===== src/rtl/core/lpr_pkg.sv =====
// ============================================================================
// lpr_pkg - shared types and constants for the line pixel rasterizer
// Coordinate width, step codes and the line job passed from the front end
// to the walker through the job queue.
// ============================================================================
package lpr_pkg;

    // Grid coordinates are fixed at six bits
    localparam int COORD_W = 6;

    // Default grid size handed to the top level
    localparam int GRID_SIZE_DEF = 64;

    // Job queue depth, a power of two
    localparam int QUEUE_DEPTH = 2;

    // Two-bit step codes
    localparam logic [1:0] DIR_NONE = 2'b00;
    localparam logic [1:0] DIR_POS  = 2'b01;
    localparam logic [1:0] DIR_NEG  = 2'b11;

    // Step codes for one line, most significant field first
    typedef struct packed {
        logic [1:0] straight_y;
        logic [1:0] straight_x;
        logic [1:0] diag_y;
        logic [1:0] diag_x;
    } step_dirs_t;

    // One classified line job
    typedef struct packed {
        logic [COORD_W-1:0] start_x;
        logic [COORD_W-1:0] start_y;
        logic [COORD_W-1:0] major_len;
        logic [COORD_W-1:0] minor_len;
        step_dirs_t         dirs;
    } job_t;

endpackage


===== src/rtl/core/lpr_front.sv =====
// ============================================================================
// lpr_front - line request classifier
// Saturates the endpoints to the grid, orders them by the octant rule and
// works out the major and minor lengths and the step codes of the walk.
// ============================================================================
module lpr_front
    import lpr_pkg::*;
#(
    parameter int GRID_SIZE = GRID_SIZE_DEF
)
(
    input  logic [COORD_W-1:0] start_x,
    input  logic [COORD_W-1:0] start_y,
    input  logic [COORD_W-1:0] end_x,
    input  logic [COORD_W-1:0] end_y,
    output job_t               job
);

    localparam logic [COORD_W-1:0] MAX_COORD = COORD_W'(GRID_SIZE - 1);

    logic [COORD_W-1:0] ax;
    logic [COORD_W-1:0] ay;
    logic [COORD_W-1:0] bx;
    logic [COORD_W-1:0] by;
    logic               swap;
    logic [COORD_W-1:0] x1;
    logic [COORD_W-1:0] y1;
    logic [COORD_W-1:0] x2;
    logic [COORD_W-1:0] y2;
    logic [COORD_W-1:0] aw;
    logic [COORD_W-1:0] ah;
    logic               h_neg;
    logic               major_x;
    logic [1:0]         ddx;
    logic [1:0]         ddy;

    // Saturate coordinates that lie off the grid
    assign ax = (start_x > MAX_COORD) ? MAX_COORD : start_x;
    assign ay = (start_y > MAX_COORD) ? MAX_COORD : start_y;
    assign bx = (end_x   > MAX_COORD) ? MAX_COORD : end_x;
    assign by = (end_y   > MAX_COORD) ? MAX_COORD : end_y;

    // Octant rule: every case of it comes down to a negative x delta
    assign swap = (bx < ax);
    assign x1   = swap ? bx : ax;
    assign y1   = swap ? by : ay;
    assign x2   = swap ? ax : bx;
    assign y2   = swap ? ay : by;

    // Deltas after ordering; x never runs backwards here
    assign aw    = x2 - x1;
    assign h_neg = (y2 < y1);
    assign ah    = h_neg ? (y1 - y2) : (y2 - y1);

    // Diagonal step codes
    assign ddx = (aw != '0) ? DIR_POS : DIR_NONE;
    always_comb
    begin
        if (ah == '0)
            ddy = DIR_NONE;
        else if (h_neg)
            ddy = DIR_NEG;
        else
            ddy = DIR_POS;
    end

    // Pick the major axis; a tie goes to y
    assign major_x = (aw > ah);

    always_comb
    begin
        job.start_x       = x1;
        job.start_y       = y1;
        job.major_len     = major_x ? aw : ah;
        job.minor_len     = major_x ? ah : aw;
        job.dirs.diag_x   = ddx;
        job.dirs.diag_y   = ddy;
        job.dirs.straight_x = major_x ? ddx : DIR_NONE;
        job.dirs.straight_y = major_x ? DIR_NONE : ddy;
    end

endmodule


===== src/rtl/core/lpr_queue.sv =====
// ============================================================================
// lpr_queue - job queue between classifier and walker
// Small register FIFO that lets the front end take new requests while the
// walker is still emitting the cells of an earlier line.
// ============================================================================
module lpr_queue
    import lpr_pkg::*;
(
    input  logic clk,
    input  logic rst_n,
    input  logic push_valid,
    output logic push_ready,
    input  job_t push_data,
    output logic pop_valid,
    input  logic pop_ready,
    output job_t pop_data
);

    localparam int PTR_W = (QUEUE_DEPTH > 1) ? $clog2(QUEUE_DEPTH) : 1;
    localparam int CNT_W = $clog2(QUEUE_DEPTH + 1);
    localparam logic [CNT_W-1:0] FULL_CNT = CNT_W'(QUEUE_DEPTH);

    job_t             entry_reg [QUEUE_DEPTH];
    logic [PTR_W-1:0] wr_ptr_reg;
    logic [PTR_W-1:0] rd_ptr_reg;
    logic [CNT_W-1:0] count_reg;
    logic [CNT_W-1:0] count_next;
    logic             push;
    logic             pop;

    assign push_ready = (count_reg != FULL_CNT);
    assign pop_valid  = (count_reg != '0);
    assign pop_data   = entry_reg[rd_ptr_reg];
    assign push       = push_valid && push_ready;
    assign pop        = pop_valid && pop_ready;

    // Track the fill level
    always_comb
    begin
        count_next = count_reg;
        if (push && !pop)
            count_next = count_reg + CNT_W'(1);
        else if (pop && !push)
            count_next = count_reg - CNT_W'(1);
    end

    // Advance pointers and hold the count
    always_ff @(posedge clk or negedge rst_n)
    begin
        if (!rst_n)
        begin
            wr_ptr_reg <= '0;
            rd_ptr_reg <= '0;
            count_reg  <= '0;
        end
        else
        begin
            count_reg <= count_next;
            if (push)
                wr_ptr_reg <= wr_ptr_reg + PTR_W'(1);
            if (pop)
                rd_ptr_reg <= rd_ptr_reg + PTR_W'(1);
        end
    end

    // Store pushed items
    always_ff @(posedge clk)
    begin
        if (push)
            entry_reg[wr_ptr_reg] <= push_data;
    end

    // Fill level never exceeds the depth
    assert property (@(posedge clk) disable iff (!rst_n)
        count_reg <= FULL_CNT)
        else $error("lpr_queue: count above depth");

    // Pointers stay apart by exactly the fill level
    assert property (@(posedge clk) disable iff (!rst_n)
        (count_reg == '0) || (count_reg == FULL_CNT) || (wr_ptr_reg != rd_ptr_reg))
        else $error("lpr_queue: pointers disagree with count");

endmodule


===== src/rtl/core/lpr_walker.sv =====
// ============================================================================
// lpr_walker - Bresenham walk engine
// Takes a queued job and emits one cell per cycle unless out_ready stalls,
// into an output register; on the flagged last cell it loads the next job.
// ============================================================================
module lpr_walker
    import lpr_pkg::*;
(
    input  logic               clk,
    input  logic               rst_n,
    input  logic               job_valid,
    output logic               job_ready,
    input  job_t               job,
    output logic               out_valid,
    input  logic               out_ready,
    output logic [COORD_W-1:0] pixel_x,
    output logic [COORD_W-1:0] pixel_y,
    output logic               last_pixel
);

    localparam int STEP_W = COORD_W + 1;

    typedef enum logic [0:0] {
        ST_IDLE,
        ST_RUN
    } state_t;

    state_t             state_reg;
    state_t             state_next;
    logic [COORD_W-1:0] cur_x_reg;
    logic [COORD_W-1:0] cur_x_next;
    logic [COORD_W-1:0] cur_y_reg;
    logic [COORD_W-1:0] cur_y_next;
    logic [STEP_W-1:0]  err_acc_reg;
    logic [STEP_W-1:0]  err_acc_next;
    logic [STEP_W-1:0]  steps_left_reg;
    logic [STEP_W-1:0]  steps_left_next;
    logic [COORD_W-1:0] major_len_reg;
    logic [COORD_W-1:0] major_len_next;
    logic [COORD_W-1:0] minor_len_reg;
    logic [COORD_W-1:0] minor_len_next;
    step_dirs_t         dirs_reg;
    step_dirs_t         dirs_next;
    logic               out_valid_reg;
    logic               out_valid_next;
    logic [COORD_W-1:0] pixel_x_reg;
    logic [COORD_W-1:0] pixel_x_next;
    logic [COORD_W-1:0] pixel_y_reg;
    logic [COORD_W-1:0] pixel_y_next;
    logic               last_reg;
    logic               last_next;

    logic               fire;
    logic               is_last;
    logic               load;
    logic [STEP_W-1:0]  err_sum;
    logic               diag;

    // Apply a step code to a coordinate
    function automatic logic [COORD_W-1:0] step_coord(
        input logic [COORD_W-1:0] coord,
        input logic [1:0]         code
    );
        return coord + {{(COORD_W-2){code[1]}}, code};
    endfunction

    assign fire      = (state_reg == ST_RUN) && (!out_valid_reg || out_ready);
    assign is_last   = (steps_left_reg == STEP_W'(1));
    assign load      = job_valid && ((state_reg == ST_IDLE) || (fire && is_last));
    assign job_ready = load;

    // Error term update for one step
    assign err_sum = err_acc_reg + {1'b0, minor_len_reg};
    assign diag    = (err_sum >= {1'b0, major_len_reg});

    always_comb
    begin
        state_next      = state_reg;
        cur_x_next      = cur_x_reg;
        cur_y_next      = cur_y_reg;
        err_acc_next    = err_acc_reg;
        steps_left_next = steps_left_reg;
        major_len_next  = major_len_reg;
        minor_len_next  = minor_len_reg;
        dirs_next       = dirs_reg;
        out_valid_next  = out_valid_reg && !out_ready;
        pixel_x_next    = pixel_x_reg;
        pixel_y_next    = pixel_y_reg;
        last_next       = last_reg;

        // Emit the current cell and advance the walk
        if (fire)
        begin
            out_valid_next  = 1'b1;
            pixel_x_next    = cur_x_reg;
            pixel_y_next    = cur_y_reg;
            last_next       = is_last;
            steps_left_next = steps_left_reg - STEP_W'(1);
            if (diag)
            begin
                err_acc_next = err_sum - {1'b0, major_len_reg};
                cur_x_next   = step_coord(cur_x_reg, dirs_reg.diag_x);
                cur_y_next   = step_coord(cur_y_reg, dirs_reg.diag_y);
            end
            else
            begin
                err_acc_next = err_sum;
                cur_x_next   = step_coord(cur_x_reg, dirs_reg.straight_x);
                cur_y_next   = step_coord(cur_y_reg, dirs_reg.straight_y);
            end
            if (is_last)
                state_next = ST_IDLE;
        end

        // Load a fresh job from the queue
        if (load)
        begin
            state_next      = ST_RUN;
            cur_x_next      = job.start_x;
            cur_y_next      = job.start_y;
            major_len_next  = job.major_len;
            minor_len_next  = job.minor_len;
            dirs_next       = job.dirs;
            err_acc_next    = {2'b00, job.major_len[COORD_W-1:1]};
            steps_left_next = {1'b0, job.major_len} + STEP_W'(1);
        end
    end

    // Hold state and registered outputs
    always_ff @(posedge clk or negedge rst_n)
    begin
        if (!rst_n)
        begin
            state_reg      <= ST_IDLE;
            cur_x_reg      <= '0;
            cur_y_reg      <= '0;
            err_acc_reg    <= '0;
            steps_left_reg <= '0;
            major_len_reg  <= '0;
            minor_len_reg  <= '0;
            dirs_reg       <= '0;
            out_valid_reg  <= 1'b0;
            pixel_x_reg    <= '0;
            pixel_y_reg    <= '0;
            last_reg       <= 1'b0;
        end
        else
        begin
            state_reg      <= state_next;
            cur_x_reg      <= cur_x_next;
            cur_y_reg      <= cur_y_next;
            err_acc_reg    <= err_acc_next;
            steps_left_reg <= steps_left_next;
            major_len_reg  <= major_len_next;
            minor_len_reg  <= minor_len_next;
            dirs_reg       <= dirs_next;
            out_valid_reg  <= out_valid_next;
            pixel_x_reg    <= pixel_x_next;
            pixel_y_reg    <= pixel_y_next;
            last_reg       <= last_next;
        end
    end

    assign out_valid  = out_valid_reg;
    assign pixel_x    = pixel_x_reg;
    assign pixel_y    = pixel_y_reg;
    assign last_pixel = last_reg;

    // A running walk always has cells left
    assert property (@(posedge clk) disable iff (!rst_n)
        (state_reg == ST_RUN) |-> (steps_left_reg != '0))
        else $error("lpr_walker: running with no cells left");

    // Error term stays below the major length
    assert property (@(posedge clk) disable iff (!rst_n)
        ((state_reg == ST_RUN) && (major_len_reg != '0)) |->
            (err_acc_reg < {1'b0, major_len_reg}))
        else $error("lpr_walker: error term out of range");

    // The walk count never exceeds the major length plus one
    assert property (@(posedge clk) disable iff (!rst_n)
        (state_reg == ST_RUN) |-> (steps_left_reg <= ({1'b0, major_len_reg} + STEP_W'(1))))
        else $error("lpr_walker: cell count beyond line length");

    // A job is only taken when the last cell goes out or the walker is idle
    assert property (@(posedge clk) disable iff (!rst_n)
        (load && (state_reg == ST_RUN)) |=> (out_valid_reg && last_reg))
        else $error("lpr_walker: job loaded in mid line");

endmodule


===== src/rtl/core/line_pixel_rasterizer.sv =====
// A request passes through the queue, then the walker's job registers and its
// output register, before the first cell of its line is offered when idle.
// Throughput: a line of major length L gives L+1 cells, 1 to 64, one cell per
// cycle while out_ready holds; back-to-back queued lines follow with no gap.
// Requests queue two deep ahead of the walker.
// Reset (rst_n, asynchronous, active low) empties the queue and idles the walker.
// ============================================================================
// line_pixel_rasterizer - integer Bresenham line rasterizer, all octants
// Front end classifies each request into a line job, a short queue holds
// jobs, and the walker emits every grid cell of the line in walk order.
// ============================================================================
module line_pixel_rasterizer
    import lpr_pkg::*;
#(
    parameter int GRID_SIZE = GRID_SIZE_DEF
)
(
    input  logic               clk,
    input  logic               rst_n,
    input  logic               in_valid,
    output logic               in_ready,
    input  logic [COORD_W-1:0] start_x,
    input  logic [COORD_W-1:0] start_y,
    input  logic [COORD_W-1:0] end_x,
    input  logic [COORD_W-1:0] end_y,
    output logic               out_valid,
    input  logic               out_ready,
    output logic [COORD_W-1:0] pixel_x,
    output logic [COORD_W-1:0] pixel_y,
    output logic               last_pixel
);

    job_t front_job;
    job_t queue_job;
    logic queue_valid;
    logic queue_ready;

    // Classify the incoming item
    lpr_front #(
        .GRID_SIZE (GRID_SIZE)
    ) u_front (
        .start_x (start_x),
        .start_y (start_y),
        .end_x   (end_x),
        .end_y   (end_y),
        .job     (front_job)
    );

    // Hold classified jobs
    lpr_queue u_queue (
        .clk        (clk),
        .rst_n      (rst_n),
        .push_valid (in_valid),
        .push_ready (in_ready),
        .push_data  (front_job),
        .pop_valid  (queue_valid),
        .pop_ready  (queue_ready),
        .pop_data   (queue_job)
    );

    // Walk the line
    lpr_walker u_walker (
        .clk        (clk),
        .rst_n      (rst_n),
        .job_valid  (queue_valid),
        .job_ready  (queue_ready),
        .job        (queue_job),
        .out_valid  (out_valid),
        .out_ready  (out_ready),
        .pixel_x    (pixel_x),
        .pixel_y    (pixel_y),
        .last_pixel (last_pixel)
    );

endmodule


===== config.mk =====
export PLATFORM = sky130hd
export DESIGN_NAME = line_pixel_rasterizer
export DESIGN_NICKNAME = d
export VERILOG_FILES = /design/src/rtl/core/lpr_pkg.sv /design/src/rtl/core/lpr_front.sv /design/src/rtl/core/lpr_queue.sv /design/src/rtl/core/lpr_walker.sv /design/src/rtl/core/line_pixel_rasterizer.sv
export SDC_FILE = /design/constraint.sdc
export NUM_CORES = 1
export LEC_CHECK = 0
export BUFFER_PORTS_ARGS = -buffer_cell sky130_fd_sc_hd__buf_2
export CORE_MARGIN = 3
export CORE_UTILIZATION = 60
export CTS_BUF_LIST = sky130_fd_sc_hd__clkbuf_2
export CTS_CLUSTER_SIZE = 14
export DETAILED_ROUTE_END_ITERATION = 7
export HOLD_SLACK_MARGIN = 0.03
export PLACE_DENSITY = 0.79
export SLEW_MARGIN = 40
export SYNTH_ARGS = -nofsm -noshare
export SYNTH_HDL_FRONTEND = slang
export SYNTH_SLANG_ARGS = --single-unit
export TNS_END_PERCENT = 5

===== constraint.sdc =====
create_clock -name clk -period 5.7 [get_ports clk]
set_clock_uncertainty 0.1 [all_clocks]
set_input_delay 0.57 -clock clk [delete_from_list [all_inputs] [get_ports clk]]
set_output_delay 0.57 -clock clk [all_outputs]
set_load 0.02 [all_outputs]

Word level (Yosys, flattened, before mapping)
Memories as Yosys holds them, arrays and structs flattened.
Cells that the tools add are included.
{ "classes": {"eq_ne": 2, "muxes": 35, "n_reduce_logical": 21, "order_cmp": 8, "bitwise_logic": 1, "n_addsub": 15} }
{ "op_table": {"columns": ["cell", "count"], "rows": [
  ["2-to-1 mux 6 bit", 17],
  ["2-to-1 mux 7 bit", 5],
  ["adder 6 bit", 4],
  ["> comparator 6 bit, second input constant", 4],
  ["subtractor 6 bit", 3],
  ["less-than comparator 6 bit", 2],
  ["2-to-1 mux 2 bit", 6],
  ["logical AND 1 bit", 8],
  ["nonzero test 2 bit", 4],
  ["adder 6 x 1 -> 7 bit, second input constant", 1],
  ["adder 7 x 6 -> 7 bit", 1],
  ["equality test 7 x 1 -> 1 bit, second input constant", 1],
  [">= comparator 7 x 6 -> 1 bit", 1],
  ["2-to-1 mux 1 bit", 7],
  ["subtractor 7 x 1 -> 7 bit, second input constant", 1],
  ["subtractor 7 x 6 -> 7 bit", 1],
  ["> comparator 6 bit", 1],
  ["zero test 6 bit", 1],
  ["nonzero test 6 bit", 1],
  ["zero test 1 bit", 4],
  ["adder 1 bit, second input constant", 2],
  ["adder 2 x 1 -> 2 bit, second input constant", 1],
  ["logical OR 1 bit", 2],
  ["inequality test 2 bit, second input constant", 1],
  ["3 further kinds", 3]
]} }
{ "word_totals": {"out_inout_bits": 15, "mem_bits_rw": 62, "mem_count": 1, "input_bits": 28, "elab_cells": 101, "ff_bits": 65} }
{ "mem_list": {"columns": ["name", "depth", "width", "rd", "rd_clocked_by_memory_dff", "write_ports", "line_no", "text"], "rows": [
  ["u_queue.entry_reg", 2, 31, 1, 0, 1, "lpr_queue.sv:23", "job_t entry_reg [QUEUE_DEPTH];"]
]} }

Logic depth before layout (Yosys ltp)
Gate-level depths: netlist of the first run.
{ "logic_depth": {"word_depth": 10, "mapped_depth": 27, "ltp_nobuf": 24} }

Hierarchy
Synthesis of the first run repeated with hierarchy kept, for this count alone.
{ "hier_totals": {"cells_unflattened": 725, "area_unflattened_um2": 7728.7} }
{ "modules_own_cells": {"columns": ["mod", "cells_per_inst", "instances", "area_each_um2", "seq_area_each_um2"], "rows": [
  ["lpr_walker", 408, 1, 3570.9, 1526.5],
  ["lpr_queue", 118, 1, 2658.8, 2021.9],
  ["lpr_front", 199, 1, 1498.9, 0.0]
]} }

Worst setup path before layout of the first run
No wires, ideal clock.
{ "synth_path": {"path_kind": "input -> register", "start": "in end_x[1]", "end": "mem u_queue.entry_reg[0][9] (netlist bit), data pin", "arrival_time_ps": 5890, "n_path_buf": 4, "required_ps": 5324, "setup_time_ps": 276, "stages": 25, "slack_ps": -566, "cell_sequence": "clkbuf_1 > ha_1 > nor2b_1 > o211ai_2 > a21oi_4 > nor2_2 > buf_2 > mux2_2 > ha_1 > fa_1 > nor2b_1 > o21a_1 > o21ai_1 > a21oi_2 > mux2_2 > o21a_1 > or2_2 > ha_1 > o21a_1 > o21a_1 > o21a_1 > o22ai_1 > buf_2 > clkbuf_1 > o21ai_0"} }
{ "synth_rtl": {"columns": ["item", "line_no", "text"], "rows": [
  ["start: declaration", "line_pixel_rasterizer.sv:24", "input logic [COORD_W-1:0] end_x,"],
  ["end: declaration", "lpr_queue.sv:23", null]
]} }

==> results.cfg, run 1 <==
[outcome]
status = completed

[logic_synthesis]
synth_area_mm2 = 0.00721
synth_warnings = 0
yosys_most_used_dff = dfrtp_1
synth_area_leaders = edfxtp_1, dfrtp_1, ha_1, mux2i_1, nand2_1
synth_edf_count = 60
ys_ff_latch = 123
syn_inst = 693
yosysSeqAreaShare_pct = 46.9
avgSynthCellArea_um2 = 10.4
synth.top_cell.area_share_pct = 25.0
synth-async-reset-ratio_pct = 51.2
syn_nets = 771
ys_types = 71
synth_top_area_cell = edfxtp_1

[job]
maxCapViolCount = 0

[sta]
setup_viol = 0
max_slew_margin_pct = 46.2
maxSlewViolCount = 0
worst_pin_slew_ns = 0.808
timing.final.crit_share_pct = 92.6
final-hold-violation-count = 0
rsz0062_at_grt = false
fin_hold_ws_ns = 0.0970
finalCriticalPeriod_ns = 5.28
timing.fmax_ghz = 0.189

[die]
start_util_pct = 62.3
die_h_um = 116
core_area_mm2 = 0.0116
rows = 39
io_pins = 43
die_x_um = 116
die-area_mm2 = 0.0134

[pwr]
p_total_mw = 4.95
power_density_mw_per_mm2 = 625
p_leak_nw = 3.51
peakVddDrop_mv = 0.366

[place]
dp_cells = 870
gp_congestion = 0.950
place_area_mm2 = 0.00769
numPortBuffers = 42
dp_hpwl_um = 10400

[clock_network]
clk_pin_slew_ns = 0.17
clkSinkCount = 123
cts_tree = done
clk_latency_ns = 0.65
numCtsBuffers = 17
root_buffer = clkbuf_2
postCtsSetupBuffers = 0
clockBufferDepth = 2
cts-htree-levels = 4

[worst_setup_path]
r2r_start = u_walker.minor_len_reg[0]
crit_type = input pin to register
rrSetupSlack_ns = 0.63
worstRegToRegCells = 18
end_kind = register
r2r-end = u_walker.cur_y_reg[4]
cp.required_ns = 6.08
cp-start-kind = input pin
critPathMaxFanout = 19
crit_path_start = start_x[1]
crit_end = u_queue.entry_reg[0][14]
cp.arrival_ns = 5.65

[global_route]
grt_overflow = 0
grt_max_degree = 64
antenna_found_initial = 0
grt_pass1_vias = 5163
grt_pass1_wl_um = 24300
grt.total_usage_pct = 23.0

[finish]
num-fill-cells = 882
largest_reg_flops = 60
final_area_mm2 = 0.00792
area_growth_pct = 9.79
mostFrequentLayoutCell = nand2_1
final_nets = 825
stdcell_count = 903
final_cell_mix = nand2_1, dfrtp_1, edfxtp_1, a21oi_1
final_core_util_pct = 68.4
final_layout_size_suffix_gt1_share_pct = 17.0

[drt]
postRouteAntennaNets = 0
viasPerCell = 5.77
initialDrtViolationCount = 311
vias = 5207
drc = 0
postRouteWirelength_um = 14400
first_pass_iters = 4
wl_per_cell_um = 15.9

[worst_hold_path]
holdPathStages = 3
hold_path.class = input pin to register
## how the worst min path moves through the flow
stage | start | end | slack, ns
final | out_ready | u_walker.out_valid | 0.1
after global routing | out_ready | u_walker.out_valid | 0.03
after CTS | out_ready | u_walker.out_valid | 0.03
after detailed placement | u_walker.pixel_y[4] | u_walker.pixel_y[4] | 0.36
after global placement | u_walker.pixel_y[4] | u_walker.pixel_y[4] | 0.35
after floorplan | rst_n | u_queue.count_reg[0] | 0.17
## cell type report
cell class	count	area, um^2	area share (%)
Antenna cell	1	2.50	0.0316
Timing Repair Buffer	62	379	4.79
Inverter	46	173	2.18
Tap cell	143	179	2.26
Clock buffer	20	100	1.26
Sequential cell	123	3380	42.7
Clock inverter	11	104	1.31
Multi-Input combinational cell	497	3600	45.5
## report_power, final
group | internal [mW] | switching, mW | total (mW)
Sequential | 1.35 | 0.195 | 1.54
Clock | 0.196 | 0.292 | 0.488
Combinational | 1.30 | 1.62 | 2.92
Total | 2.84 | 2.11 | 4.95
## worst max-delay path: stages
cell      delay (ns)
buf_2           0.07
inv_1           0.04
ha_1            0.29
nor2b_1         0.14
o211ai_2        0.24
a21oi_4         0.11
nor2_4          0.21
buf_4           0.23
mux2_2          0.36
ha_1            0.33
nor2b_1         0.16
o21a_1          0.20
o21ai_1         0.24
a21oi_2         0.13
buf_4           0.17
a211oi_1        0.38
nor3_1          0.12
or2_4           0.27
ha_4            0.22
o21a_1          0.10
o21a_1          0.16
o21a_1          0.17
o22ai_1         0.25
buf_12          0.20
mux2i_1         0.26
## through the flow
stage / worst slack, ns / setup TNS, ns
2_1_floorplan: 0.0365 / 0
3_5_place_dp: -0.222 / -5.27
6_report: 0.423 / 0
5_1_grt: 0.160 / 0
4_1_cts: 0.517 / 0
3_3_place_gp: 0.103 / 0
## synthesized netlist by cell type (6+ instances only)
cell / instances
nand2_1: 86
nor2b_1: 18
xnor2_1: 20
nor2_1: 46
edfxtp_1: 60
o21ai_0: 26
mux2_2: 14
xor2_1: 12
a31oi_1: 11
dfrtp_1: 63
inv_1: 45
o21a_1: 13
nor3_1: 6
clkbuf_1: 20
ha_1: 45
nand2b_1: 8
a21oi_1: 47
a211oi_1: 15
mux2i_1: 40
## cell families after synthesis
logic type      share of synthesized area [%]
compound gates                           14.7
xor+xnor                                 3.89
fa+ha+maj                                9.34
buf+inv                                  3.85
flops                                    46.9
mux                                      7.95
simple gates                             13.4
## timing repair
item / 4_1_cts / 5_1_grt
gates resized for setup: 0 / 0
hold buffers: 1 / 0
endpoints found under the hold margin: 63 / 0
## per-layer routing
metal  vias to the layer above  track usage (%)  part of all wire (%)
met5                         -                0                     0
met4                         0             7.81                   1.3
met3                        18             4.44                   4.0
met2                       111             38.1                    50
met1                      2492             30.7                    45
li1                       2586                -                     -
Power figures use the tool's default switching activity.
==> inputs of run 2 (changes only) <==
- CORE_UTILIZATION: 60 -> 30
- PLACE_DENSITY: 0.79 -> unset
==> run 2 against run 1 <==
  * Critical path depth decreased by 1
  * Sequential share of layout area decreased by 1.8 points
  * Clock power increased by 25%
  * Final area increased by 4.3%
  * Register-to-register slack improved by 0.22 ns
  * Core utilization decreased by 33 points
  * Total power increased by 3.3%
  * Largest cell class unchanged
  * First-iteration DRC count increased by 52%
  * Die area increased by 94%
  * Worst setup slack improved by 0.28 ns
  * Clock-buffer cell count decreased by 1
==> results.cfg, run 2 (synthesis results as in run 1) <==
[clock_network]
numCtsBuffers = 17
clk_pin_slew_ns = 0.19
clkSinkCount = 123
clockBufferDepth = 2
clk_latency_ns = 0.68
cts_resized = 0
root_buffer = clkbuf_2
holdBufCountCts = 3
cts_tree = done
cts-htree-levels = 4
postCtsSetupBuffers = 0

[worst_setup_path]
cp-start-kind = input pin
cp.arrival_ns = 5.39
cp_common_cell = o21a_1
crit_cells = 24
r2r-end = u_walker.cur_y_reg[5]
path_buf_inv = 3
crit_type = input pin to register
crit_path_start = start_x[1]
worstRegToRegCells = 19
cp.required_ns = 6.10
path_delay_family = compound AO/OA/AOI/OAI gates
critical_path.max_stage_delay_ns = 0.41
crit_slowest_cell = mux2_2
rrSetupSlack_ns = 0.85
critPathMaxFanout = 9
path_cells = buf_2 -> inv_1 -> ha_1 -> nor2b_1 -> o211ai_2 -> a21oi_4 -> nor2_4 -> mux2_4 -> ha_2 -> fa_2 -> nor2b_1 -> o21a_1 -> o21ai_1 -> a21oi_2 -> mux2_2 -> ha_1 -> nor2b_1 -> o21a_1 -> o21a_1 -> o21a_1 -> o21a_1 -> o22ai_1 -> buf_4 -> mux2i_1
end_kind = register
r2r_start = u_walker.minor_len_reg[0]

[die]
io_pins = 43
die-area_mm2 = 0.0259
rows = 56
start_util_pct = 30.6
die_h_um = 161
core_area_mm2 = 0.0235
die_x_um = 161

[drt]
vias = 5263
postRouteWirelength_um = 15900
viasPerCell = 4.84
wl_per_cell_um = 14.6
postRouteAntennaNets = 0
drc = 0
first_pass_iters = 5
initialDrtViolationCount = 473

[finish]
final_cell_mix = nand2_1, dfrtp_1, edfxtp_1, a21oi_1
largest_reg_flops = 60
final_nets = 832
area_growth_pct = 14.5
final_layout_size_suffix_gt1_share_pct = 17.7
final_core_util_pct = 35.1
mostFrequentLayoutCell = nand2_1
stdcell_count = 1087
final_area_mm2 = 0.00826

[sta]
setup_viol = 0
rsz0062_at_grt = false
worst_pin_slew_ns = 0.767
maxSlewViolCount = 0
max_slew_margin_pct = 48.8
finalCriticalPeriod_ns = 5.00
timing.final.crit_share_pct = 87.6
fin_hold_ws_ns = 0.134
tns_ns = 0
timing.fmax_ghz = 0.200
final-hold-violation-count = 0

[outcome]
status = completed

[place]
dp_cells = 1051
place_area_mm2 = 0.00795
numPortBuffers = 42
gp_congestion = 0.881
dp_hpwl_um = 11400

[worst_hold_path]
min-delay-start = start_y[0]
hold-path-endpoint = u_queue.entry_reg[1][19]
holdPathStages = 2
hold_path.class = input pin to register

[job]
maxCapViolCount = 0

[global_route]
grt_max_degree = 63
grt_pass1_wl_um = 26500
antenna_found_initial = 1
grt_pass1_vias = 5134
grt_overflow = 0
grt.total_usage_pct = 12.8

[pwr]
power_density_mw_per_mm2 = 619
peakVddDrop_mv = 0.242
p_leak_nw = 3.56
## run 2: worst max path at each step
stage / endpoint
finish: u_queue.entry_reg[1][18]
global placement: u_queue.entry_reg[1][18]
detailed placement: u_queue.entry_reg[1][18]
CTS: u_queue.entry_reg[0][18]
global route: u_walker.cur_y_reg[5]
floorplan: u_queue.entry_reg[0][9]
## run 2: metal layers
layer  share of wire [%]  GRT usage [%]
met1                  49           18.1
met2                  45           19.6
met3                 4.5           2.64
met4                 1.5           4.30
met5                   0              0
## run 2: worst reg2reg max path, stage by stage (launching register included)
cell and delay (ns):
dfrtp_1 0.42, ha_1 0.23, fa_1 0.43, a211oi_1 0.40, o21a_1 0.21, ha_1 0.28
and4_1 0.21, a31oi_1 0.30, nand2_1 0.22, nor2_4 0.15, mux2_2 0.35, ha_1 0.21
a21o_1 0.18, a21oi_1 0.17, nor2b_1 0.08, o21ai_0 0.24, a2111oi_0 0.13, nand2b_1 0.19
xnor2_1 0.15, a21oi_1 0.08
## run 2: per-stage QoR
step	total power, mW	setup WS (ns)
after floorplan	3.78	0.0365
after global placement	4.44	0.145
after detailed placement	4.50	-0.0205
after CTS	5.14	0.743
after global routing	5.62	0.419
final	5.11	0.705
## run 2: layout make-up
class	count	area [um^2]
Clock buffer	19	95.1
Inverter	46	173
Timing Repair Buffer	69	433
Antenna cell	1	2.50
Multi-Input combinational cell	497	3600
Fill cell	2414	15300
Tap cell	319	399
Clock inverter	13	175
Sequential cell	123	3380
## run 2: where the power goes
| part | switching [mW] | total [mW] | internal, mW |
|---|---|---|---|
| logic | 1.63 | 2.97 | 1.33 |
| clock network | 0.324 | 0.612 | 0.288 |
| registers | 0.189 | 1.53 | 1.35 |
| total | 2.15 | 5.11 | 2.97 |
